`src/design/urlds_pkg.sv`:
```
// Shared constants and types for the URL path dot-segment removal block.
`default_nettype none
package urlds_pkg;

    localparam int MAX_PATH_DEF = 64;

    localparam logic [7:0] CH_NUL   = 8'h00;
    localparam logic [7:0] CH_DOT   = 8'h2E;
    localparam logic [7:0] CH_SLASH = 8'h2F;

    localparam int WIN = 4;

    typedef logic [7:0] t_byte;
    typedef t_byte t_window [0:WIN-1];

    typedef struct packed {
        logic       done;
        logic [1:0] adv;
        logic       repl;
        logic       emit;
        logic       pop;
        logic       copy_nxt;
    } t_action;

endpackage
`default_nettype wire

```
`src/design/url_path_dot_segment_removal_top.sv`:
```
// Top level: path byte store, rule sequencer, segment pop walker and result emitter.
// After the last input beat the scan refills the four-byte window from the byte store,
// with a read and a load per byte, then decodes a rule step and checks the window again;
// a parent-segment pop walks back over emitted bytes up to a slash. Each result beat is
// read, loaded and held until the sink is ready; no new path is taken until the last is.
// Reset: synchronous active low; clears the sequencer, counts and flags, stores keep data.
`default_nettype none
module url_path_dot_segment_removal_top import urlds_pkg::*; #(
    parameter int MAX_PATH = MAX_PATH_DEF
) (
    input  wire logic       i_clk,
    input  wire logic       i_rst_n,
    input  wire logic       i_valid,
    output logic            o_ready,
    input  wire logic [7:0] i_path_byte,
    input  wire logic       i_last_byte,
    output logic            o_valid,
    input  wire logic       i_ready,
    output logic [7:0]      o_out_byte,
    output logic            o_has_byte,
    output logic            o_out_last,
    output logic            o_overflowed
);

    localparam int AW = $clog2(MAX_PATH);
    localparam int CW = $clog2(MAX_PATH + 1);
    localparam logic [CW-1:0] MAX_CNT = CW'(MAX_PATH);

    localparam logic [3:0] ST_LOAD   = 4'd0;
    localparam logic [3:0] ST_FILL   = 4'd1;
    localparam logic [3:0] ST_FDATA  = 4'd2;
    localparam logic [3:0] ST_STEP   = 4'd3;
    localparam logic [3:0] ST_POPRD  = 4'd4;
    localparam logic [3:0] ST_POPCHK = 4'd5;
    localparam logic [3:0] ST_EMRD   = 4'd6;
    localparam logic [3:0] ST_EMLD   = 4'd7;
    localparam logic [3:0] ST_EMWAIT = 4'd8;

    t_byte in_mem  [0:MAX_PATH-1];
    t_byte out_mem [0:MAX_PATH-1];
    t_byte r_in_rd, r_out_rd;

    logic [3:0]    r_state, n_state;
    logic [CW-1:0] r_cnt, n_cnt;
    logic          r_ovf, n_ovf;
    logic          r_term, n_term;
    logic [CW-1:0] r_rp, n_rp;
    logic [2:0]    r_wn, n_wn;
    logic [CW-1:0] r_o, n_o;
    logic [CW-1:0] r_emk, n_emk;
    logic          r_copy, n_copy;
    logic          r_out_valid, n_out_valid;

    t_window       r_win, n_win;
    t_byte         r_out_byte, n_out_byte;
    logic          r_has_byte, n_has_byte;
    logic          r_out_last, n_out_last;

    t_window       cur_win;
    t_action       act;
    logic          in_acc, in_wr;
    logic [CW-1:0] out_raddr;

    assign o_ready      = (r_state == ST_LOAD);
    assign o_valid      = r_out_valid;
    assign o_out_byte   = r_out_byte;
    assign o_has_byte   = r_has_byte;
    assign o_out_last   = r_out_last;
    assign o_overflowed = r_ovf;

    assign in_acc = i_valid && o_ready;
    assign in_wr  = in_acc && !r_term && (i_path_byte != CH_NUL) && (r_cnt < MAX_CNT);

    always_comb begin
        for (int j = 0; j < WIN; j++) begin
            cur_win[j] = (3'(j) < r_wn) ? r_win[j] : CH_NUL;
        end
    end

    urlds_rule u_rule (
        .i_win  (cur_win),
        .i_copy (r_copy),
        .o_act  (act)
    );

    assign out_raddr = (r_state == ST_POPRD) ? (r_o - 1'b1) : r_emk;

    always_ff @(posedge i_clk) begin
        if (in_wr) begin
            in_mem[r_cnt[AW-1:0]] <= i_path_byte;
        end
        if (r_state == ST_FILL) begin
            r_in_rd <= in_mem[r_rp[AW-1:0]];
        end
    end

    always_ff @(posedge i_clk) begin
        if (r_state == ST_STEP && !act.done && act.emit) begin
            out_mem[r_o[AW-1:0]] <= cur_win[0];
        end
        if ((r_state == ST_POPRD && r_o != '0) || r_state == ST_EMRD) begin
            r_out_rd <= out_mem[out_raddr[AW-1:0]];
        end
    end

    always_comb begin
        logic [2:0] s;
        s           = '0;
        n_state     = r_state;
        n_cnt       = r_cnt;
        n_ovf       = r_ovf;
        n_term      = r_term;
        n_rp        = r_rp;
        n_wn        = r_wn;
        n_o         = r_o;
        n_emk       = r_emk;
        n_copy      = r_copy;
        n_out_valid = r_out_valid;
        n_win       = r_win;
        n_out_byte  = r_out_byte;
        n_has_byte  = r_has_byte;
        n_out_last  = r_out_last;
        case (r_state)
            ST_LOAD: begin
                if (in_acc) begin
                    if (!r_term) begin
                        if (i_path_byte == CH_NUL) begin
                            n_term = 1'b1;
                        end else if (r_cnt < MAX_CNT) begin
                            n_cnt = r_cnt + 1'b1;
                        end else begin
                            n_ovf = 1'b1;
                        end
                    end
                    if (i_last_byte) begin
                        n_rp    = '0;
                        n_wn    = '0;
                        n_o     = '0;
                        n_copy  = 1'b0;
                        n_state = ST_FILL;
                    end
                end
            end
            ST_FILL: begin
                if (r_wn == 3'(WIN) || r_rp == r_cnt) begin
                    n_state = ST_STEP;
                end else begin
                    n_rp    = r_rp + 1'b1;
                    n_state = ST_FDATA;
                end
            end
            ST_FDATA: begin
                n_win[r_wn[1:0]] = r_in_rd;
                n_wn             = r_wn + 3'd1;
                n_state          = ST_FILL;
            end
            ST_STEP: begin
                if (act.done) begin
                    n_emk   = '0;
                    n_state = ST_EMRD;
                end else begin
                    for (int j = 0; j < WIN; j++) begin
                        s        = 3'(j) + {1'b0, act.adv};
                        n_win[j] = (s < 3'(WIN)) ? r_win[s[1:0]] : CH_NUL;
                    end
                    if (act.repl) begin
                        n_win[0] = CH_SLASH;
                    end
                    n_wn   = r_wn - {1'b0, act.adv};
                    n_copy = act.copy_nxt;
                    if (act.emit) begin
                        n_o = r_o + 1'b1;
                    end
                    n_state = act.pop ? ST_POPRD : ST_FILL;
                end
            end
            ST_POPRD: begin
                n_state = (r_o == '0) ? ST_FILL : ST_POPCHK;
            end
            ST_POPCHK: begin
                n_o     = r_o - 1'b1;
                n_state = (r_out_rd == CH_SLASH) ? ST_FILL : ST_POPRD;
            end
            ST_EMRD: begin
                if (r_o == '0) begin
                    n_out_byte  = CH_NUL;
                    n_has_byte  = 1'b0;
                    n_out_last  = 1'b1;
                    n_out_valid = 1'b1;
                    n_state     = ST_EMWAIT;
                end else begin
                    n_state = ST_EMLD;
                end
            end
            ST_EMLD: begin
                n_out_byte  = r_out_rd;
                n_has_byte  = 1'b1;
                n_out_last  = ((r_emk + 1'b1) == r_o);
                n_out_valid = 1'b1;
                n_state     = ST_EMWAIT;
            end
            ST_EMWAIT: begin
                if (i_ready) begin
                    n_out_valid = 1'b0;
                    if (r_out_last) begin
                        n_cnt   = '0;
                        n_ovf   = 1'b0;
                        n_term  = 1'b0;
                        n_state = ST_LOAD;
                    end else begin
                        n_emk   = r_emk + 1'b1;
                        n_state = ST_EMRD;
                    end
                end
            end
            default: begin
                n_state = ST_LOAD;
            end
        endcase
    end

    always_ff @(posedge i_clk) begin
        if (!i_rst_n) begin
            r_state     <= ST_LOAD;
            r_cnt       <= '0;
            r_ovf       <= 1'b0;
            r_term      <= 1'b0;
            r_rp        <= '0;
            r_wn        <= '0;
            r_o         <= '0;
            r_emk       <= '0;
            r_copy      <= 1'b0;
            r_out_valid <= 1'b0;
        end else begin
            r_state     <= n_state;
            r_cnt       <= n_cnt;
            r_ovf       <= n_ovf;
            r_term      <= n_term;
            r_rp        <= n_rp;
            r_wn        <= n_wn;
            r_o         <= n_o;
            r_emk       <= n_emk;
            r_copy      <= n_copy;
            r_out_valid <= n_out_valid;
        end
    end

    always_ff @(posedge i_clk) begin
        r_win      <= n_win;
        r_out_byte <= n_out_byte;
        r_has_byte <= n_has_byte;
        r_out_last <= n_out_last;
    end

endmodule
`default_nettype wire

```
`src/design/urlds_rule.sv`:
```
// Rule decoder: picks the dot-segment rule for the current four-byte window.
`default_nettype none
module urlds_rule import urlds_pkg::*; (
    input  t_window i_win,
    input  logic    i_copy,
    output t_action o_act
);

    t_byte c0, c1, c2, c3;

    assign c0 = i_win[0];
    assign c1 = i_win[1];
    assign c2 = i_win[2];
    assign c3 = i_win[3];

    always_comb begin
        o_act = '0;
        if (c0 == CH_NUL) begin
            o_act.done = 1'b1;
        end else if (i_copy) begin
            if (c0 == CH_SLASH) begin
                o_act.copy_nxt = 1'b0;
            end else begin
                o_act.emit     = 1'b1;
                o_act.adv      = 2'd1;
                o_act.copy_nxt = 1'b1;
            end
        end else if (c0 == CH_DOT && c1 == CH_DOT && c2 == CH_SLASH) begin
            o_act.adv = 2'd3;
        end else if (c0 == CH_DOT && c1 == CH_SLASH) begin
            o_act.adv = 2'd2;
        end else if (c0 == CH_SLASH && c1 == CH_DOT && c2 == CH_SLASH) begin
            o_act.adv = 2'd2;
        end else if (c0 == CH_SLASH && c1 == CH_DOT && c2 == CH_NUL) begin
            o_act.adv  = 2'd1;
            o_act.repl = 1'b1;
        end else if (c0 == CH_SLASH && c1 == CH_DOT && c2 == CH_DOT && c3 == CH_SLASH) begin
            o_act.adv = 2'd3;
            o_act.pop = 1'b1;
        end else if (c0 == CH_SLASH && c1 == CH_DOT && c2 == CH_DOT && c3 == CH_NUL) begin
            o_act.adv  = 2'd2;
            o_act.repl = 1'b1;
            o_act.pop  = 1'b1;
        end else if (c0 == CH_DOT && c1 == CH_NUL) begin
            o_act.adv = 2'd1;
        end else if (c0 == CH_DOT && c1 == CH_DOT && c2 == CH_NUL) begin
            o_act.adv = 2'd2;
        end else begin
            o_act.copy_nxt = 1'b1;
            if (c0 == CH_SLASH) begin
                o_act.emit = 1'b1;
                o_act.adv  = 2'd1;
            end
        end
    end

endmodule
`default_nettype wire
```
`config.mk`:
```
export PLATFORM = sky130hd
export DESIGN_NAME = url_path_dot_segment_removal_top
export DESIGN_NICKNAME = d
export VERILOG_FILES = /design/src/design/urlds_pkg.sv /design/src/design/url_path_dot_segment_removal_top.sv /design/src/design/urlds_rule.sv
export SDC_FILE = /design/constraint.sdc
export NUM_CORES = 1
export LEC_CHECK = 0
export BUFFER_PORTS_ARGS = -buffer_cell sky130_fd_sc_hd__buf_2
export CAP_MARGIN = 20
export CORE_MARGIN = 8
export CORE_UTILIZATION = 40
export CTS_CLUSTER_SIZE = 25
export DETAILED_ROUTE_END_ITERATION = 10
export GPL_TIMING_DRIVEN = 0
export SLEW_MARGIN = 20
export SYNTH_ARGS = -nofsm -noshare
export SYNTH_HDL_FRONTEND = slang
export SYNTH_SLANG_ARGS = --single-unit
```
`constraint.sdc`:
```
create_clock -name i_clk -period 3.9 [get_ports i_clk]
set_input_delay 0.39 -clock i_clk [delete_from_list [all_inputs] [get_ports i_clk]]
set_output_delay 0.39 -clock i_clk [all_outputs]
set_load 0.02 [all_outputs]
```
==> results.toml <==
[run_status]
status = "completed"

[synthesis]
syn_inst = 2700
avgSynthCellArea_sq_um = 17.04
synth_edf_count = 1082
async_flop_share_pct = 0
netlist_area_sq_um = 46020
synth_seq_cells = 1121
synth_top_family_by_area = "multiplexers"
synth-compound-area-share_pct = 5.027
ys_seq_area_share_pct = 72.30
synthXorXnorAreaFrac_pct = 0.6091
yosys.area_share.simple_pct = 6.808
synth.distinct_cells = 75
synth_ff_type = "edfxtp_1"
ys_warn_count = 0
synth_fa_ha_area_share_pct = 0.2882
synth.net_count = 2723
synthMuxAreaShare_pct = 13.33

[clock_network]
clockBufferDepth = 3
postCtsHoldBufs = 0
cts_tree = "done"
htreeDepth = 3
cts_root_buffer = "clkbuf_16"
clk_pin_slew_ps = 60
clock_latency_ps = 710
clock_sinks = 1121
cts_buffers = 111

[final_layout]
layout_common_cells = "edfxtp_1, nand2_1, mux4_2"
fill_cells = 9667
final_common_cell = "edfxtp_1"
antenna_cells = 0
instances_no_fill = 4466
finalNetCount = 2886
syn_to_final_growth_pct = 15.27
drive_gt1_share_pct = 21.56
final_util_pct = 46.45

[setup_path]
path_max_fanout = 10
crit_start = "r_o[0]$_SDFFE_PN0P_"
critPathLaunchType = "flop"
rr_startpoint = "r_o[0]$_SDFFE_PN0P_"
critPathCaptureType = "flop"
critical_path_class = "reg2reg"
crit_arrival_ps = 4230
critPathRequiredTime_ps = 4320

[timing]
fin_skew_ps = 32.35
tightest_slew_ps = 1094
layout_worst_path_cycle_share_pct = 97.73
max_clock_freq_mhz = 262.4
setup_viol = 0
slew_headroom_pct = 26.84
hold_viol_final = 0
fin_hold_ws_ps = 96.65
drv_slew = 0
period_minus_slack_ps = 3811

[drt]
drc = 0
vias = 25420
wl_mm = 113.9
viasPerCell = 5.691
drt_iter0_drc = 2587
wl_per_cell_microns = 25.51
ant_nets = 0
firstDrtPassIters = 6

[pwr]
ir_drop_mv = 0.4245
powerDensity_nw_per_um2 = 477.3
power_leakage_nw = 17.06
total_power_mw = 25.32

[die]
coreArea_sq_um = 114200
ios = 26
die-area_sq_um = 126100
die_h_microns = 355.2
die_width_microns = 355.2
rows = 124
start_util_pct = 40.30

[place]
dp_hpwl_mm = 76.33
io_buffers = 24
dp_cells = 4246
globalplace.congestion = 0.9561

[global_route]
grt_max_degree = 66
grt_use_total_pct = 17.59
grt-ovfl-total = 0
grt_pass1_vias = 26040
antenna_found_initial = 2
grt_pass1_wl_mm = 169.4

[worst_hold_path]
hold_path_class = "in2reg"
worstHoldStart = "i_ready"

[job]
maxCapViolCount = 0
## final cells by class
class,instances,area [sq um],area share (%)
clock inverters,75,853.3,1.609
clock buffers,129,2877,5.423
well taps,1512,1892,3.566
flip-flops and latches,1121,33270,62.72
repair buffers,51,580.6,1.094
inverters,18,75.07,0.1415
plain buffers,155,754.5,1.422
multi-input cells,1405,12740,24.02
## worst max-delay path, stage by stage, from the launching register on
cell	delay [ps]
dfxtp_1	340
clkbuf_4	290
clkinvlp_4	220
ha_1	300
xor2_1	310
mux2i_4	240
nor2_2	380
clkbuf_1	450
a22oi_1	210
nand4_1	150
a21oi_1	170
or4_1	460
## final timing paths
path	to	slack [ps]	cells past startpoint
worst max register to register	r_out_rd[3]$_DFFE_PP_	90	11
worst max-delay path	r_out_rd[3]$_DFFE_PP_	90	11
worst min register to register	r_term$_SDFFE_PN0P_	520	2
worst min-delay path	r_state[3]$_SDFFE_PN0P_	100	3
## per-stage QoR
step	setup TNS (ps)	setup slack (ps)	cell area [sq um]
floorplan	0	551.4	46020
global placement	-288490	-1613	48030
detailed placement	-147950	-786.6	48290
CTS	-98310	-281.5	52340
global route	-3.127	-3.127	53040
finish	0	88.72	53040
## kinds of logic (layout without fill, tap and decap cells)
kind of cell	Yosys count	in the layout
flops	1121	1121
compound gates	335	335
buf+inv	174	428
fa+ha+maj	10	10
mux	371	371
simple gates	657	657
xor+xnor	32	32
## power by group
part / internal [mW] / leakage, nW / switching (mW)
clock network: 6.30 / 1.80 / 4.58
logic: 0.461 / 5.04 / 0.723
registers: 13.2 / 10.2 / 0.0277
## timing repair
| item | in CTS | in global routing |
|---|---|---|
| gates resized for setup | 111 | 129 |
| setup endpoints to repair | 589 | 1042 |
| cloned | 0 | 0 |
| pin swaps | 0 | 8 |
| buffers inserted | 1 | 16 |
## registers in the layout, summed over array words and instances, names as in the netlist, 3 cells and up
name	flops
r_in_rd	8
r_out_rd	8
r_state	4
in_mem	512
r_win	32
r_o	7
out_mem	512
o_out_byte	8
r_cnt	7
r_wn	3
r_rp	7
r_emk	7
## synth_stat cells, types with 16 or more instances
| library cell | count | share of area (%) |
|---|---|---|
| nand4_1 | 25 | 0.34 |
| a21oi_1 | 102 | 1.1 |
| o21ai_0 | 24 | 0.26 |
| clkbuf_1 | 102 | 0.83 |
| nand3_1 | 64 | 0.70 |
| inv_1 | 18 | 0.15 |
| a32oi_1 | 32 | 0.61 |
| mux2i_1 | 164 | 3.6 |
| and2_1 | 23 | 0.31 |
| buf_2 | 21 | 0.23 |
| xor2_1 | 18 | 0.34 |
| o221ai_1 | 17 | 0.32 |
| buf_1 | 22 | 0.18 |
| nand2_1 | 229 | 1.9 |
| mux4_2 | 192 | 9.4 |
| a22oi_1 | 63 | 1.0 |
| edfxtp_1 | 1082 | 71 |
| nor2_1 | 190 | 1.5 |
| dfxtp_1 | 39 | 1.7 |
| nor3_1 | 16 | 0.17 |
## per-layer routing
| layer | wire [microns] | vias to the layer above | share of wire, % | GRT usage (%) |
|---|---|---|---|---|
| li1 | - | 11150 | - | - |
| met1 | 46610 | 12980 | 41 | 23.58 |
| met2 | 55440 | 1042 | 49 | 29.07 |
| met3 | 7733 | 242 | 6.8 | 2.743 |
| met4 | 4149 | 2 | 3.6 | 6.483 |
| met5 | 17 | - | 0.015 | 0 |
No activity file was read; power rests on OpenSTA's default activity.
